===== src/rtl/core/dee_pkg.sv =====
// Shared types, codes and constants for the document-identifier escape encoder.
// Used by the front end, the command queue, the back end and the top level.
`timescale 1ns / 1ps

package dee_pkg;

    // Default text limit; at most MAX_TEXT_DEF-1 characters leave per stream
    localparam int unsigned MAX_TEXT_DEF = 512;
    // Default depth of the queue between front end and back end (power of two)
    localparam int unsigned QUEUE_DEPTH_DEF = 2;

    localparam int unsigned LEN_W = 31;
    localparam int unsigned DATA_W = 32;
    localparam int unsigned NUM_DIGITS = 10;
    localparam int unsigned DIGIT_IDX_W = 4;
    localparam int unsigned PROD_W = 63;
    localparam int unsigned QUOT_LSB = 35;

    // Multiply by this and shift right by QUOT_LSB to divide by ten
    localparam logic [DATA_W-1:0] RECIP_TEN = 32'hCCCC_CCCD;

    localparam logic [7:0] CHR_ZERO = 8'h30;
    localparam logic [7:0] CHR_COLON = 8'h3A;
    localparam logic [7:0] CHR_SEMI = 8'h3B;
    localparam logic [7:0] CHR_EQUAL = 8'h3D;
    localparam logic [7:0] CHR_PERCENT = 8'h25;
    localparam logic [7:0] CHR_PRINT_LO = 8'h20;
    localparam logic [7:0] CHR_PRINT_HI = 8'h7E;
    localparam logic [7:0] MAX_TYPE = 8'd9;

    typedef enum logic [1:0] {
        OP_START = 2'd0,
        OP_BYTE  = 2'd1,
        OP_END   = 2'd2,
        OP_NONE  = 2'd3
    } opcode_t;

    typedef enum logic [1:0] {
        ST_OK       = 2'd0,
        ST_BAD_TYPE = 2'd1,
        ST_TRUNC    = 2'd2,
        ST_OVERFLOW = 2'd3
    } status_t;

    typedef enum logic [1:0] {
        PH_TYPE = 2'd0,
        PH_LEN  = 2'd1,
        PH_DATA = 2'd2
    } phase_t;

    typedef enum logic [1:0] {
        CMD_START = 2'd0,
        CMD_CHARS = 2'd1,
        CMD_END   = 2'd2
    } cmd_kind_t;

    // One queued command: start carries the length in data[30:0], chars carry
    // up to four characters first-out in data[31:24], end carries the status
    typedef struct packed {
        cmd_kind_t         kind;
        logic [DATA_W-1:0] data;
        logic [2:0]        count;
    } cmd_t;

    typedef enum logic [2:0] {
        BK_IDLE,
        BK_CHARS,
        BK_END,
        BK_MUL,
        BK_FIX,
        BK_DIGITS,
        BK_COLON
    } back_state_t;

    // Powers of ten used to count the decimal digits of a length
    function automatic logic [LEN_W-1:0] pow10(input logic [3:0] k);
        logic [LEN_W-1:0] p;
        unique case (k)
            4'd1:    p = 31'd10;
            4'd2:    p = 31'd100;
            4'd3:    p = 31'd1000;
            4'd4:    p = 31'd10000;
            4'd5:    p = 31'd100000;
            4'd6:    p = 31'd1000000;
            4'd7:    p = 31'd10000000;
            4'd8:    p = 31'd100000000;
            4'd9:    p = 31'd1000000000;
            default: p = 31'd1;
        endcase
        return p;
    endfunction

    function automatic logic [7:0] hex_char(input logic [3:0] nib);
        logic [7:0] c;
        if (nib < 4'd10) begin
            c = CHR_ZERO + {4'd0, nib};
        end else begin
            c = 8'h41 + {4'd0, nib - 4'd10};
        end
        return c;
    endfunction

endpackage


===== src/rtl/core/dee_front.sv =====
// Front end: accepts items, tracks record phase, text count and sticky status,
// and queues a command per start, end or character-yielding item. Depends on dee_pkg.
`timescale 1ns / 1ps

module dee_front import dee_pkg::*; #(
    parameter int unsigned MAX_TEXT = MAX_TEXT_DEF
) (
    input  logic             aclk,
    input  logic             aresetn,
    input  logic             s_valid,
    output logic             s_ready,
    input  logic [1:0]       s_opcode,
    input  logic [LEN_W-1:0] s_doc_length,
    input  logic [7:0]       s_id_byte,
    output logic             push,
    output cmd_t             push_cmd,
    input  logic             q_full
);

    localparam int unsigned CW = $clog2(MAX_TEXT);
    localparam logic [CW-1:0] LIMIT = CW'(MAX_TEXT - 1);

    phase_t        phase_reg, phase_next;
    logic [7:0]    bytes_left_reg, bytes_left_next;
    logic [CW-1:0] chars_out_reg, chars_out_next;
    status_t       sticky_reg, sticky_next;

    logic          accept;
    logic [3:0]    ndig;
    logic [7:0]    ch [4];
    logic [2:0]    n_chars;
    logic [2:0]    n_emit;
    logic [CW-1:0] avail;
    logic [7:0]    left_dec;
    status_t       end_status;

    assign s_ready = !q_full;
    assign accept = s_valid && s_ready;

    // Count decimal digits of the start length
    always_comb begin
        ndig = 4'd1;
        for (int k = 1; k < NUM_DIGITS; k++) begin
            if (s_doc_length >= pow10(4'(k))) begin
                ndig = ndig + 4'd1;
            end
        end
    end

    assign avail = LIMIT - chars_out_reg;
    assign left_dec = bytes_left_reg - 8'd1;
    assign end_status = (sticky_reg == ST_OK && phase_reg != PH_TYPE) ? ST_TRUNC : sticky_reg;

    // Classify the item and work out its characters
    always_comb begin
        phase_next = phase_reg;
        bytes_left_next = bytes_left_reg;
        chars_out_next = chars_out_reg;
        sticky_next = sticky_reg;
        push = 1'b0;
        push_cmd = '{kind: CMD_CHARS, data: '0, count: 3'd0};
        ch[0] = 8'd0;
        ch[1] = 8'd0;
        ch[2] = 8'd0;
        ch[3] = 8'd0;
        n_chars = 3'd0;
        n_emit = 3'd0;

        if (accept) begin
            unique case (opcode_t'(s_opcode))
                OP_START: begin
                    phase_next = PH_TYPE;
                    bytes_left_next = 8'd0;
                    sticky_next = ST_OK;
                    chars_out_next = CW'(ndig) + CW'(1);
                    push = 1'b1;
                    push_cmd = '{kind: CMD_START, data: {1'b0, s_doc_length}, count: 3'd0};
                end
                OP_BYTE: begin
                    if (sticky_reg == ST_OK) begin
                        unique case (phase_reg)
                            PH_TYPE: begin
                                if (s_id_byte > MAX_TYPE) begin
                                    sticky_next = ST_BAD_TYPE;
                                end else begin
                                    ch[0] = CHR_ZERO + s_id_byte;
                                    ch[1] = CHR_EQUAL;
                                    n_chars = 3'd2;
                                    phase_next = PH_LEN;
                                end
                            end
                            PH_LEN: begin
                                bytes_left_next = s_id_byte;
                                if (s_id_byte == 8'd0) begin
                                    ch[0] = CHR_SEMI;
                                    n_chars = 3'd1;
                                    phase_next = PH_TYPE;
                                end else begin
                                    phase_next = PH_DATA;
                                end
                            end
                            PH_DATA: begin
                                if (s_id_byte >= CHR_PRINT_LO && s_id_byte <= CHR_PRINT_HI) begin
                                    ch[0] = s_id_byte;
                                    ch[1] = CHR_SEMI;
                                    n_chars = 3'd1;
                                end else begin
                                    ch[0] = CHR_PERCENT;
                                    ch[1] = hex_char(s_id_byte[7:4]);
                                    ch[2] = hex_char(s_id_byte[3:0]);
                                    ch[3] = CHR_SEMI;
                                    n_chars = 3'd3;
                                end
                                bytes_left_next = left_dec;
                                if (left_dec == 8'd0) begin
                                    n_chars = n_chars + 3'd1;
                                    phase_next = PH_TYPE;
                                end
                            end
                            default: begin
                                phase_next = PH_TYPE;
                            end
                        endcase

                        // Clip to the text limit, flag overflow
                        if (CW'(n_chars) > avail) begin
                            n_emit = avail[2:0];
                            sticky_next = ST_OVERFLOW;
                        end else begin
                            n_emit = n_chars;
                        end
                        chars_out_next = chars_out_reg + CW'(n_emit);
                        push = (n_emit != 3'd0);
                        push_cmd = '{kind: CMD_CHARS, data: {ch[0], ch[1], ch[2], ch[3]},
                                     count: n_emit};
                    end
                end
                OP_END: begin
                    push = 1'b1;
                    push_cmd = '{kind: CMD_END, data: {30'd0, end_status}, count: 3'd0};
                    phase_next = PH_TYPE;
                    bytes_left_next = 8'd0;
                    chars_out_next = '0;
                    sticky_next = ST_OK;
                end
                OP_NONE: begin
                end
            endcase
        end
    end

    always_ff @(posedge aclk) begin
        if (!aresetn) begin
            phase_reg <= PH_TYPE;
            bytes_left_reg <= 8'd0;
            chars_out_reg <= '0;
            sticky_reg <= ST_OK;
        end else begin
            phase_reg <= phase_next;
            bytes_left_reg <= bytes_left_next;
            chars_out_reg <= chars_out_next;
            sticky_reg <= sticky_next;
        end
    end

endmodule


===== src/rtl/core/dee_queue.sv =====
// Short command queue between front end and back end.
// Depends on dee_pkg for the command type.
`timescale 1ns / 1ps

module dee_queue import dee_pkg::*; #(
    parameter int unsigned DEPTH = QUEUE_DEPTH_DEF
) (
    input  logic aclk,
    input  logic aresetn,
    input  logic push,
    input  cmd_t push_cmd,
    output logic full,
    input  logic pop,
    output cmd_t head,
    output logic empty
);

    localparam int unsigned PW = $clog2(DEPTH);
    localparam int unsigned CNTW = $clog2(DEPTH + 1);

    cmd_t            mem_reg [DEPTH];
    logic [PW-1:0]   wr_ptr_reg, wr_ptr_next;
    logic [PW-1:0]   rd_ptr_reg, rd_ptr_next;
    logic [CNTW-1:0] count_reg, count_next;

    assign full = (count_reg == CNTW'(DEPTH));
    assign empty = (count_reg == '0);
    assign head = mem_reg[rd_ptr_reg];

    // Advance pointers and fill level
    always_comb begin
        wr_ptr_next = push ? wr_ptr_reg + PW'(1) : wr_ptr_reg;
        rd_ptr_next = pop ? rd_ptr_reg + PW'(1) : rd_ptr_reg;
        count_next = count_reg + CNTW'(push) - CNTW'(pop);
    end

    always_ff @(posedge aclk) begin
        if (!aresetn) begin
            wr_ptr_reg <= '0;
            rd_ptr_reg <= '0;
            count_reg <= '0;
        end else begin
            wr_ptr_reg <= wr_ptr_next;
            rd_ptr_reg <= rd_ptr_next;
            count_reg <= count_next;
        end
    end

    always_ff @(posedge aclk) begin
        if (push) begin
            mem_reg[wr_ptr_reg] <= push_cmd;
        end
    end

endmodule


===== src/rtl/core/dee_back.sv =====
// Back end: pops commands, converts start lengths to decimal, and drives the
// result output register one character per transfer. Depends on dee_pkg.
`timescale 1ns / 1ps

module dee_back import dee_pkg::*; (
    input  logic       aclk,
    input  logic       aresetn,
    input  logic       q_empty,
    input  cmd_t       q_head,
    output logic       q_pop,
    output logic       m_valid,
    input  logic       m_ready,
    output logic [7:0] m_out_char,
    output logic       m_is_last,
    output logic [1:0] m_status
);

    back_state_t             state_reg, state_next;
    logic [DATA_W-1:0]       data_reg, data_next;
    logic [2:0]              left_reg, left_next;
    logic [PROD_W-1:0]       prod_reg;
    logic [DIGIT_IDX_W-1:0]  cnt_reg, cnt_next;
    logic [3:0]              digit_buffer_reg [NUM_DIGITS];
    logic                    m_valid_reg, m_valid_next;
    logic [7:0]              m_out_char_reg, m_out_char_next;
    logic                    m_is_last_reg, m_is_last_next;
    logic [1:0]              m_status_reg, m_status_next;

    logic                    out_free;
    logic [LEN_W-1:0]        quot;
    logic [LEN_W-1:0]        rem;
    logic [3:0]              digit;
    logic                    digit_we;
    logic [DIGIT_IDX_W-1:0]  rd_idx;

    assign out_free = !m_valid_reg || m_ready;

    // Divide by ten from the registered product
    assign quot = LEN_W'(prod_reg[PROD_W-1:QUOT_LSB]);
    assign rem = data_reg[LEN_W-1:0] - ((quot << 3) + (quot << 1));
    assign digit = rem[3:0];
    assign rd_idx = cnt_reg - DIGIT_IDX_W'(1);

    // Next state
    always_comb begin
        state_next = state_reg;
        unique case (state_reg)
            BK_IDLE: begin
                if (!q_empty) begin
                    unique case (q_head.kind)
                        CMD_START: state_next = BK_MUL;
                        CMD_CHARS: state_next = BK_CHARS;
                        CMD_END:   state_next = BK_END;
                        default:   state_next = BK_IDLE;
                    endcase
                end
            end
            BK_CHARS: begin
                if (out_free && left_reg == 3'd1) begin
                    state_next = BK_IDLE;
                end
            end
            BK_END: begin
                if (out_free) begin
                    state_next = BK_IDLE;
                end
            end
            BK_MUL: state_next = BK_FIX;
            BK_FIX: state_next = (quot == '0) ? BK_DIGITS : BK_MUL;
            BK_DIGITS: begin
                if (out_free && cnt_reg == DIGIT_IDX_W'(1)) begin
                    state_next = BK_COLON;
                end
            end
            BK_COLON: begin
                if (out_free) begin
                    state_next = BK_IDLE;
                end
            end
            default: state_next = BK_IDLE;
        endcase
    end

    // Datapath and output register loads
    always_comb begin
        q_pop = 1'b0;
        data_next = data_reg;
        left_next = left_reg;
        cnt_next = cnt_reg;
        digit_we = 1'b0;
        m_valid_next = m_valid_reg && !m_ready;
        m_out_char_next = m_out_char_reg;
        m_is_last_next = m_is_last_reg;
        m_status_next = m_status_reg;

        unique case (state_reg)
            BK_IDLE: begin
                if (!q_empty) begin
                    q_pop = 1'b1;
                    data_next = q_head.data;
                    left_next = q_head.count;
                    cnt_next = '0;
                end
            end
            BK_CHARS: begin
                if (out_free) begin
                    m_valid_next = 1'b1;
                    m_out_char_next = data_reg[DATA_W-1 -: 8];
                    m_is_last_next = 1'b0;
                    m_status_next = ST_OK;
                    data_next = data_reg << 8;
                    left_next = left_reg - 3'd1;
                end
            end
            BK_END: begin
                if (out_free) begin
                    m_valid_next = 1'b1;
                    m_out_char_next = 8'd0;
                    m_is_last_next = 1'b1;
                    m_status_next = data_reg[1:0];
                end
            end
            BK_MUL: begin
            end
            BK_FIX: begin
                digit_we = 1'b1;
                cnt_next = cnt_reg + DIGIT_IDX_W'(1);
                data_next = {1'b0, quot};
            end
            BK_DIGITS: begin
                if (out_free) begin
                    m_valid_next = 1'b1;
                    m_out_char_next = CHR_ZERO + {4'd0, digit_buffer_reg[rd_idx]};
                    m_is_last_next = 1'b0;
                    m_status_next = ST_OK;
                    cnt_next = rd_idx;
                end
            end
            BK_COLON: begin
                if (out_free) begin
                    m_valid_next = 1'b1;
                    m_out_char_next = CHR_COLON;
                    m_is_last_next = 1'b0;
                    m_status_next = ST_OK;
                end
            end
            default: begin
            end
        endcase
    end

    always_ff @(posedge aclk) begin
        if (!aresetn) begin
            state_reg <= BK_IDLE;
            m_valid_reg <= 1'b0;
        end else begin
            state_reg <= state_next;
            m_valid_reg <= m_valid_next;
        end
    end

    // Payload registers, multiplier stage and digit store
    always_ff @(posedge aclk) begin
        data_reg <= data_next;
        left_reg <= left_next;
        cnt_reg <= cnt_next;
        m_out_char_reg <= m_out_char_next;
        m_is_last_reg <= m_is_last_next;
        m_status_reg <= m_status_next;
        prod_reg <= PROD_W'(data_reg[LEN_W-1:0] * RECIP_TEN);
        if (digit_we) begin
            digit_buffer_reg[cnt_reg] <= digit;
        end
    end

    assign m_valid = m_valid_reg;
    assign m_out_char = m_out_char_reg;
    assign m_is_last = m_is_last_reg;
    assign m_status = m_status_reg;

endmodule


===== src/rtl/core/docid_escape_encoder.sv =====
// Top level of the document-identifier escape encoder.
// Depends on dee_pkg, dee_front, dee_queue and dee_back.
`timescale 1ns / 1ps

// Items yield their characters on the m_ channel one per cycle while m_ready
// is high. The front end takes one item per cycle while the command queue has
// room; the back end picks up each command in its idle state before sending
// its characters. An identifier byte that yields no characters never reaches
// the queue, and an end item gives one output with m_is_last set and the status.
// A start item is converted to decimal by a shared multiply-by-reciprocal
// unit with a multiply step and a fix step per digit. The output register
// decouples the result side, so output stalls stall the back end and reach
// the front end only once the command queue is full.

module docid_escape_encoder import dee_pkg::*; #(
    parameter int unsigned MAX_TEXT = MAX_TEXT_DEF,
    parameter int unsigned QUEUE_DEPTH = QUEUE_DEPTH_DEF
) (
    input  logic             aclk,
    input  logic             aresetn,
    input  logic             s_valid,
    output logic             s_ready,
    input  logic [1:0]       s_opcode,
    input  logic [LEN_W-1:0] s_doc_length,
    input  logic [7:0]       s_id_byte,
    output logic             m_valid,
    input  logic             m_ready,
    output logic [7:0]       m_out_char,
    output logic             m_is_last,
    output logic [1:0]       m_status
);

    logic q_push;
    cmd_t q_push_cmd;
    logic q_full;
    logic q_pop;
    cmd_t q_head;
    logic q_empty;

    dee_front #(
        .MAX_TEXT(MAX_TEXT)
    ) u_front (
        .aclk(aclk),
        .aresetn(aresetn),
        .s_valid(s_valid),
        .s_ready(s_ready),
        .s_opcode(s_opcode),
        .s_doc_length(s_doc_length),
        .s_id_byte(s_id_byte),
        .push(q_push),
        .push_cmd(q_push_cmd),
        .q_full(q_full)
    );

    dee_queue #(
        .DEPTH(QUEUE_DEPTH)
    ) u_queue (
        .aclk(aclk),
        .aresetn(aresetn),
        .push(q_push),
        .push_cmd(q_push_cmd),
        .full(q_full),
        .pop(q_pop),
        .head(q_head),
        .empty(q_empty)
    );

    dee_back u_back (
        .aclk(aclk),
        .aresetn(aresetn),
        .q_empty(q_empty),
        .q_head(q_head),
        .q_pop(q_pop),
        .m_valid(m_valid),
        .m_ready(m_ready),
        .m_out_char(m_out_char),
        .m_is_last(m_is_last),
        .m_status(m_status)
    );

    // Never push into a full queue
    a_no_overrun: assert property (@(posedge aclk) disable iff (!aresetn)
        q_push |-> !q_full)
        else $error("command pushed into full queue");

    // Never pop an empty queue
    a_no_underrun: assert property (@(posedge aclk) disable iff (!aresetn)
        q_pop |-> !q_empty)
        else $error("command popped from empty queue");

    // An accepted end item always lands in the queue
    a_end_queued: assert property (@(posedge aclk) disable iff (!aresetn)
        (s_valid && s_ready && s_opcode == OP_END) |=> !q_empty)
        else $error("end item lost");

endmodule

===== config.mk =====
export PLATFORM = sky130hd
export DESIGN_NAME = docid_escape_encoder
export DESIGN_NICKNAME = d
export VERILOG_FILES = /design/src/rtl/core/dee_pkg.sv /design/src/rtl/core/dee_front.sv /design/src/rtl/core/dee_queue.sv /design/src/rtl/core/dee_back.sv /design/src/rtl/core/docid_escape_encoder.sv
export SDC_FILE = /design/constraint.sdc
export NUM_CORES = 1
export LEC_CHECK = 0
export ABC_CLOCK_PERIOD_IN_PS = 23700
export BUFFER_PORTS_ARGS = -buffer_cell sky130_fd_sc_hd__clkbuf_2
export CAP_MARGIN = 40
export CORE_ASPECT_RATIO = 0.8
export CORE_MARGIN = 1
export CORE_UTILIZATION = 40
export DETAILED_ROUTE_END_ITERATION = 10
export PLACE_DENSITY_LB_ADDON = 0.1
export SLEW_MARGIN = 10
export SYNTH_ARGS = -nofsm -noshare
export SYNTH_HDL_FRONTEND = slang
export SYNTH_SLANG_ARGS = --single-unit

===== constraint.sdc =====
create_clock -name aclk -period 23.7 [get_ports aclk]
set_clock_uncertainty 0.2 [all_clocks]
set_input_delay 1.185 -clock aclk [delete_from_list [all_inputs] [get_ports aclk]]
set_output_delay 1.185 -clock aclk [all_outputs]
set_load 0.01 [all_outputs]

==> metrics.cfg, run 1 <==
[detailed_routing]
dr.pass1.iters=5
vias=15700
drc=0
wl_um=61100
wl_per_cell_um=20.5
ant_nets=0
drtIter0Drc=998
vias_per_cell=5.28

[cells_and_area]
final-seq-area_um2=6090
largest_reg_flops=74
layout-drive-gt1-share=0.0744
area_growth_pct=9.07
diodes=0
fin_nets=2846
fin_util=0.446
multi_input_area_um2=15100
fin_area_um2=24800
fillers=5347

[sta]
fin_crit_ps=8900
finalHoldViolCount=0
final-setup-viol-count=0
worstMarginPinSlew_ps=832
relSlewSlack=0.443
fmax_mhz=112
tns_ps=0
min_period_over_period=0.375
maxSlewViolCount=0
rsz0062_at_grt=no

[placed_design]
io_buffer_count=57
placed_cell_area_um2=24000
hpwl_um=51600
gp_routability_congestion=0.889

[clocking]
cts_hold_buf=0
cts.clk_slew.worst_paths_ps=80
cts_made_buffers=23
cts_resized=0
clock_sinks=222
root_buffer=clkbuf_16
post-cts-setup-buffers=0
cts_tree=done
h-tree-depth=1
clockBufferDepth=3
clk_latency_ps=540

[worst_setup_path]
critPathTopFamily=adder cells
criticalPathCategory=register to register
worst_setup_path_end_kind=register
cp-start-kind=register
cp_data_required_time_ps=23900
crit_top_cell=fa_1
crit_buf_inv=6
arrival_ps=9100
path_max_fanout=6
crit_path_max_incr_delay_ps=670
slowest_stage=a31oi_1

[synth]
synth_flop_cell=edfxtp_1
syn_nets=2799
ys_types=85
async_flop_share=0
synth_area_leader_cell=edfxtp_1
synth_area_um2=22800
synth_warnings=0
synth.top_cells.by_area=edfxtp_1 22%, fa_1 20%, ha_1 20%
ys_ff_latch=222
ys_seq_area_frac=0.267
syn_area_per_cell_um2=10.5
synth.top_cell.area_share=0.216
synth_edf_count=164
synthesis.instances=2167

[global_routing]
grt_max_degree=41
antenna_found_initial=0
grt_pass1_vias=15900
grt_overflow=0
grt.total_usage=0.218
grt_pass1_wl_um=95200

[floorplan]
initial_core_util=0.409
die-height_um=215
fp.dieW_um=269
die_area_um2=57900
num_rows=77
design.portCount=58
coreArea_um2=55700

[outcome]
status=finished, final reports clean

[flow_run]
maxCapViolCount=0

[worst_hold_path]
hold_path_class=register to register

cells in the final DEF, fill, tap and decap left out, drive strengths merged, types with 7 or more instances in the layout:
cell and instances:
nand3 30, o21bai 8, a31oi 17, nor2 128, o21ai 86, fa 231, a21o 46, edfxtp 164
mux4 8, nand2b 14, o211ai 9, xor2 28, nand4 12, a211oi 17, xnor2 55, nand2 93
nor2b 23, nor3 24, clkbuf 81, inv 375, mux2i 45, clkinv 7, a21oi 101, bufinv 7
dfxtp 58, ha 356, a221oi 7, or2 10, and2 19, nor4 17, buf 18, and3 11
a22oi 27
logic make-up (layout without fill, tap and decap cells):
family,after synthesis,after routing,share of synthesized area
and+or+nand+nor,411,411,0.0895
adders and majority gates,587,587,0.399
muxes,57,57,0.0297
AOI/OAI and AO/OA,378,378,0.109
xor gates and xnor gates,83,83,0.0346
buffers and inverters,429,492,0.0713
DFF,222,222,0.267
tightest hold or removal path, stage by stage, from the launching register on:
cell and delay, ps:
dfxtp_1 320, nand2_1 50, a21oi_1 50
routing by layer:
layer | vias to the layer above | routed length [um] | track usage
met5 | - | 0 | 0
met4 | 0 | 654 | 0.0265
met3 | 41 | 3140 | 0.0323
met2 | 335 | 25800 | 0.313
met1 | 7831 | 31500 | 0.348
li1 | 7521 | - | -
worst paths after layout:
| check | startpoint | end | slack (ps) | depth (start not counted) |
|---|---|---|---|---|
| setup / recovery | u_back.data_reg[16]$_DFFE_PP_ | u_back.prod_reg[55]$_DFF_P_ | 14800 | 26 |
| hold reg to reg | u_front.bytes_left_reg[1]$_SDFFE_PN0P_ | u_front.bytes_left_reg[1]$_SDFFE_PN0P_ | 270 | 2 |
| hold / removal | u_front.bytes_left_reg[1]$_SDFFE_PN0P_ | u_front.bytes_left_reg[1]$_SDFFE_PN0P_ | 270 | 2 |
| setup reg to reg | u_back.data_reg[16]$_DFFE_PP_ | u_back.prod_reg[55]$_DFF_P_ | 14800 | 26 |
layout make-up:
cell class,instances,area share
timing repair buffer,75,0.0184
multi-input combinational,1516,0.607
clock buffer,24,0.0233
clock inverter,17,0.0109
inverter,376,0.0569
sequential,222,0.245
tap,750,0.0378
metrics by stage:
| step | setup WS (ps) | hold WS (ps) | cells |
|---|---|---|---|
| finish | 14800 | 273 | 2980 |
| global route | 14370 | 284 | 2980 |
| CTS | 14800 | 278 | 2980 |
| detailed placement | 14860 | 269 | 2939 |
| global placement | 14940 | 266 | 2934 |
| floorplan | 16070 | 241 | 2167 |
cells in the mapped netlist (14+ instances only):
| master | n |
|---|---|
| a211oi_1 | 17 |
| a21o_1 | 45 |
| a21oi_1 | 101 |
| a22oi_1 | 27 |
| a31oi_1 | 16 |
| and2_1 | 19 |
| clkbuf_1 | 42 |
| dfxtp_1 | 58 |
| edfxtp_1 | 164 |
| fa_1 | 231 |
| ha_1 | 356 |
| inv_1 | 375 |
| mux2i_1 | 45 |
| nand2_1 | 91 |
| nand2b_1 | 14 |
| nand3_1 | 30 |
| nor2_1 | 128 |
| nor2b_1 | 23 |
| nor3_1 | 23 |
| nor4_1 | 17 |
| o21ai_0 | 84 |
| xnor2_1 | 50 |
| xor2_1 | 28 |
Power of run 1 is left out: the tool's default activity adds up to more than one toggle a clock period on the data nets, which glitch-free logic cannot reach.
==> run 2: changes to the inputs <==
--- a/config.mk
+++ b/config.mk
@@ -5,7 +5,7 @@
 export SDC_FILE = /design/constraint.sdc
 export NUM_CORES = 1
 export LEC_CHECK = 0
-export ABC_CLOCK_PERIOD_IN_PS = 23700
+export ABC_CLOCK_PERIOD_IN_PS = 7900
 export BUFFER_PORTS_ARGS = -buffer_cell sky130_fd_sc_hd__clkbuf_2
 export CAP_MARGIN = 40
 export CORE_ASPECT_RATIO = 0.8
==> constraint.sdc (replaced) <==
create_clock -name aclk -period 7.9 [get_ports aclk]
set_clock_uncertainty 0.2 [all_clocks]
set_input_delay 0.395 -clock aclk [delete_from_list [all_inputs] [get_ports aclk]]
set_output_delay 0.395 -clock aclk [all_outputs]
set_load 0.01 [all_outputs]
==> metrics.cfg, run 2 (synthesis gave the netlist of run 1 again) <==
[clocking]
clockBufferDepth=3  ; unchanged
cts_tree=done  ; unchanged
cts_made_buffers=24  ; was 23
h-tree-depth=1  ; unchanged
cts.clk_slew.worst_paths_ps=60  ; was 80 ps
clk_latency_ps=530  ; was 540 ps
root_buffer=clkbuf_16  ; unchanged
clock_sinks=222  ; unchanged

[worst_setup_path]
worst_setup_path_end_kind=register  ; unchanged
critPathTopFamily=adder cells  ; unchanged
crit_path_max_incr_delay_ps=630  ; was 670 ps
cp-start-kind=register  ; unchanged
path_max_fanout=3  ; was 6
crit_buf_inv=4  ; was 6
arrival_ps=7840  ; was 9100 ps
cp_data_required_time_ps=8110  ; was 23900 ps
criticalPathCategory=register to register  ; unchanged
slowest_stage=fa_1  ; was a31oi_1
cp_cell_sequence=buf_4 -> ha_1 -> fa_1 -> fa_1 -> fa_1 -> fa_1 -> fa_1 -> fa_1 -> inv_1 -> fa_1 -> inv_1 -> ha_1 -> a21o_1 -> a21o_1 -> a21o_1 -> a221oi_2 -> o211ai_1 -> a22oi_1 -> buf_4 -> o31ai_2 -> a31oi_2 -> o21bai_1 -> and4b_1 -> a311o_1
crit_top_cell=fa_1  ; unchanged

[detailed_routing]
dr.pass1.iters=5  ; unchanged
vias=16000  ; was 15700
ant_nets=0  ; unchanged
drc=0  ; unchanged
wl_um=63100  ; was 61100 um
wl_per_cell_um=20.6  ; was 20.5 um
drtIter0Drc=1050  ; was 998
vias_per_cell=5.21  ; was 5.28

[cells_and_area]
layout-drive-gt1-share=0.112  ; was 0.0744
diodes=0  ; unchanged
fillers=5301  ; was 5347
final-seq-area_um2=6090  ; unchanged
fin_nets=2935  ; was 2846
area_growth_pct=12.1  ; was 9.07%
multi_input_area_um2=15100  ; about the same
largest_reg_flops=74  ; unchanged
layout_commonest_cell=inv_1  ; unchanged
layout_common_cells=375 x inv_1, 356 x ha_1, 230 x fa_1  ; was 375 x inv_1, 356 x ha_1, 231 x fa_1

[sta]
final-setup-viol-count=0  ; unchanged
worstMarginPinSlew_ps=913  ; was 832 ps
fin_crit_ps=7630  ; was 8900 ps
min_period_over_period=0.966  ; was 0.375
tns_ps=0  ; unchanged
finalHoldViolCount=0  ; unchanged
maxSlewViolCount=0  ; unchanged
fmax_mhz=131  ; was 112 MHz
relSlewSlack=0.390  ; was 0.443

[floorplan]
num_rows=77  ; unchanged
fp.dieW_um=269  ; unchanged
design.portCount=58  ; unchanged
initial_core_util=0.409  ; unchanged
die-height_um=215  ; unchanged
coreArea_um2=55700  ; unchanged
die_area_um2=57900  ; unchanged

[global_routing]
grt_overflow=0  ; unchanged
grt.total_usage=0.224  ; was 0.218
grt_max_degree=41  ; unchanged
antenna_found_initial=1  ; was 0
grt_pass1_vias=16400  ; was 15900
grt_pass1_wl_um=97800  ; was 95200 um

[worst_hold_path]
hold_path_class=primary input to register  ; was register to register

[outcome]
status=finished, final reports clean  ; unchanged

[flow_run]
maxCapViolCount=0  ; unchanged

[placed_design]
hpwl_um=53200  ; was 51600 um
gp_routability_congestion=0.892  ; was 0.889
io_buffer_count=57  ; unchanged

-- run 2: cell types whose count changed in the layout (fill, tap and decap cells not counted), moves of 2 or more --
cell / delta
buf_4: +85
clkbuf_1: +5
bufinv_16: -4
o21ai_0: -3
o21ai_1: +3
clkbuf_16: +2
dlygate4sd3_1: +2
-- run 2: path summary, 6_finish.rpt --
check                                                               to  depth (start not counted)                                   start  slack, ps
worst max register to register             u_back.prod_reg[55]$_DFF_P_                         24            u_back.data_reg[8]$_DFFE_PP_        270
worst min register to register  u_front.bytes_left_reg[1]$_SDFFE_PN0P_                          2  u_front.bytes_left_reg[1]$_SDFFE_PN0P_        270
worst min-delay path                         u_back.m_valid$_SDFF_PN0_                          3                                 m_ready         60
worst max-delay path                       u_back.prod_reg[55]$_DFF_P_                         24            u_back.data_reg[8]$_DFFE_PP_        270
-- run 2: layout make-up --
class / count / area share
Multi-Input combinational cell: 1516 / 0.593
Inverter: 376 / 0.0553
Tap cell: 750 / 0.0368
Clock inverter: 11 / 0.00550
Timing Repair Buffer: 163 / 0.0444
Sequential cell: 222 / 0.239
Clock buffer: 32 / 0.0260
-- run 2: layer usage --
metal | up-vias | wire length (um) | GRT usage
met3 | 39 | 3520 | 0.0358
met4 | 0 | 614 | 0.0235
met2 | 335 | 26400 | 0.323
li1 | 7698 | - | -
met5 | - | 0 | 0
met1 | 7918 | 32600 | 0.357
-- run 2: per-stage QoR --
| stage | utilization | hold slack, ps | worst slack [ps] | instance area [um^2] | cells |
|---|---|---|---|---|---|
| floorplan | - | 241 | 266 | 22800 | 2167 |
| global placement | 0.440 | 262 | 173 | 24500 | 3014 |
| detailed placement | 0.442 | 259 | 20.0 | 24600 | 3021 |
| CTS | 0.457 | 33.3 | 30.1 | 25400 | 3066 |
| global route | 0.458 | 51.3 | -20.8 | 25500 | 3070 |
| finish | 0.458 | 55.6 | 272 | 25500 | 3070 |
-- run 2: repair_timing --
| action | in CTS | in global routing |
|---|---|---|
| gates cloned | 0 | 0 |
| hold buffers | 2 | 0 |
| pin swaps | 0 | 8 |
| gates resized for setup | 1 | 11 |
| endpoints found under the hold margin | 3 | 0 |
| endpoints found under the setup margin | 1 | 19 |
| buffers inserted | 0 | 4 |
-- run 2: worst reg2reg max path, cell delays in order (launching register included) --
cell      delay, ps
edfxtp_1        390
buf_4           160
ha_1            310
fa_1            630
fa_1            570
fa_1            490
fa_1            510
fa_1            520
fa_1            550
inv_1            60
fa_1            530
inv_1            50
ha_1            310
a21o_1          160
a21o_1          170
a21o_1          190
a221oi_2        280
o211ai_1        140
a22oi_1         220
buf_4           190
o31ai_2          80
a31oi_2         190
o21bai_1        120
and4b_1         190
a311o_1         320
Power of run 2 is left out for the same reason.
==> run 3: changes to the inputs <==
--- a/config.mk
+++ b/config.mk
@@ -11,6 +11,7 @@
 export CORE_ASPECT_RATIO = 0.8
 export CORE_MARGIN = 1
 export CORE_UTILIZATION = 40
+export CTS_BUF_LIST = sky130_fd_sc_hd__clkbuf_4 sky130_fd_sc_hd__clkbuf_8 sky130_fd_sc_hd__clkbuf_16
 export DETAILED_ROUTE_END_ITERATION = 10
 export PLACE_DENSITY_LB_ADDON = 0.1
 export SLEW_MARGIN = 10
==> metrics.cfg, run 3 (synthesis gave the netlist of run 1 again) <==
[worst_setup_path]
crit_top_cell=fa_1  ; unchanged
r2r_cells=26  ; was 24
rrSetupSlack_ps=270  ; about the same
cp_data_required_time_ps=8110  ; about the same
path_max_fanout=3  ; unchanged
timing.rr.start=u_back.data_reg[21]$_DFFE_PP_  ; was u_back.data_reg[8]$_DFFE_PP_
critPathTopFamily=adder cells  ; unchanged
arrival_ps=7840  ; about the same
crit_buf_inv=6  ; was 4
slowest_stage=fa_1  ; unchanged
reg2reg_to=u_back.prod_reg[55]$_DFF_P_  ; unchanged
worst_setup_path_end_kind=register  ; unchanged
cp-start-kind=register  ; unchanged
criticalPathCategory=register to register  ; unchanged
crit_path_max_incr_delay_ps=600  ; was 630 ps

[clocking]
h-tree-depth=1  ; unchanged
cts_made_buffers=24  ; unchanged
clock_sinks=222  ; unchanged
cts.clk_slew.worst_paths_ps=70  ; was 60 ps
root_buffer=clkbuf_16  ; unchanged
cts_tree=done  ; unchanged
clk_latency_ps=530  ; about the same
clockBufferDepth=3  ; unchanged

[detailed_routing]
wl_per_cell_um=20.5  ; was 20.6 um
vias_per_cell=5.20  ; was 5.21
drtIter0Drc=1120  ; was 1050
dr_wl_met3_um=3370  ; was 3520 um
route.met2.wl_um=26400  ; about the same
vias=16000  ; about the same
dr.pass1.iters=5  ; unchanged
top_layer=met4  ; unchanged
wl_met1_um=32700  ; was 32600 um
ant_nets=0  ; unchanged
drc=0  ; unchanged
wl_um=63100  ; about the same

[floorplan]
num_rows=77  ; unchanged
fp.dieW_um=269  ; unchanged
initial_core_util=0.409  ; unchanged
die-height_um=215  ; unchanged
coreArea_um2=55700  ; unchanged
design.portCount=58  ; unchanged
die_area_um2=57900  ; unchanged

[worst_hold_path]
hold_path_class=primary input to register  ; unchanged
hold_start=m_ready  ; unchanged
holdPathStages=3  ; unchanged
hold-path-endpoint=u_back.m_valid$_SDFF_PN0_  ; unchanged

[sta]
worstMarginPinSlew_ps=921  ; was 913 ps
maxSlewViolCount=0  ; unchanged
fin_crit_ps=7630  ; about the same
min_period_over_period=0.966  ; about the same
final-setup-viol-count=0  ; unchanged
fmax_mhz=131  ; about the same
setup_ws_ps=269  ; was 272 ps
hold_ws_ps=58.4  ; was 55.6 ps
finalHoldViolCount=0  ; unchanged
relSlewSlack=0.384  ; was 0.390

[flow_run]
maxCapViolCount=0  ; unchanged

[global_routing]
grt.total_usage=0.224  ; about the same
antenna_found_initial=1  ; unchanged
grt_overflow=0  ; unchanged
grt_pass1_vias=16400  ; about the same
grt_max_degree=41  ; unchanged
grt_pass1_wl_um=97800  ; about the same

[placed_design]
placed_cell_area_um2=24600  ; unchanged
gp_routability_congestion=0.892  ; unchanged
hpwl_um=53200  ; unchanged
post-place-ws_ps=20.0  ; unchanged
io_buffer_count=57  ; unchanged

[cells_and_area]
fin_area_um2=25500  ; about the same
layout_commonest_cell=inv_1  ; unchanged
fin_nets=2935  ; unchanged
area_growth_pct=12.2  ; was 12.1%
layout-drive-gt1-share=0.114  ; was 0.112
layout_common_cells=375 x inv_1, 356 x ha_1, 230 x fa_1  ; unchanged
largest_reg_flops=74  ; unchanged

[outcome]
status=finished, final reports clean  ; unchanged

## run 3: changes by cell type in the layout (fill, tap and decap cells not counted), sizes merged
cell / change
diode: +1
## run 3: per-stage QoR
stage                     TNS [ps]  cells   util
final                            0   3071  0.458
after detailed placement         0   3021  0.442
after global placement           0   3014  0.440
after global routing         -48.0   3070  0.458
after floorplan                  0   2167      -
after CTS                        0   3066  0.457
## run 3: layout make-up
| cell class | instances | area [um^2] |
|---|---|---|
| antenna | 1 | 2.50 |
| clock buffer | 32 | 684 |
| clock inverter | 11 | 140 |
| fill | 5293 | 30200 |
| inverter | 376 | 1410 |
| multi-input combinational | 1516 | 15100 |
| sequential | 222 | 6090 |
| tap | 750 | 938 |
| timing repair buffer | 163 | 1130 |
## run 3: worst max-delay path by stage
stage / from / end / slack (ps) / cells after the start
floorplan: u_back.data_reg[16]$_DFFE_PP_ / u_back.prod_reg[55]$_DFF_P_ / 270 / 26
global placement: u_back.data_reg[5]$_DFFE_PP_ / u_back.prod_reg[58]$_DFF_P_ / 170 / 29
detailed placement: u_back.data_reg[5]$_DFFE_PP_ / u_back.prod_reg[58]$_DFF_P_ / 20 / 28
CTS: u_back.data_reg[21]$_DFFE_PP_ / u_back.prod_reg[62]$_DFF_P_ / 30 / 27
global route: u_back.data_reg[17]$_DFFE_PP_ / u_back.prod_reg[55]$_DFF_P_ / -20 / 27
finish: u_back.data_reg[21]$_DFFE_PP_ / u_back.prod_reg[55]$_DFF_P_ / 270 / 26
## run 3: what timing repair did
item	4_1_cts	5_1_grt
hold buffers	2	0
gates resized for setup	1	11
setup endpoints to repair	1	19
pin swaps	0	8
endpoints found under the hold margin	3	0
setup buffers	0	4
## run 3: per-layer routing
metal,GRT usage,up-vias
met5,0,-
met4,0.0235,0
met3,0.0358,41
met2,0.323,327
met1,0.357,7912
li1,-,7687
## run 3: worst min-delay path: cells and delay by family
kind | cells | cell delay, ps
AND/OR/NAND/NOR | 1 | 150
AO/OA/AOI/OAI | 1 | 90
buffers and inverters | 1 | 90
Power of run 3 is left out for the same reason.
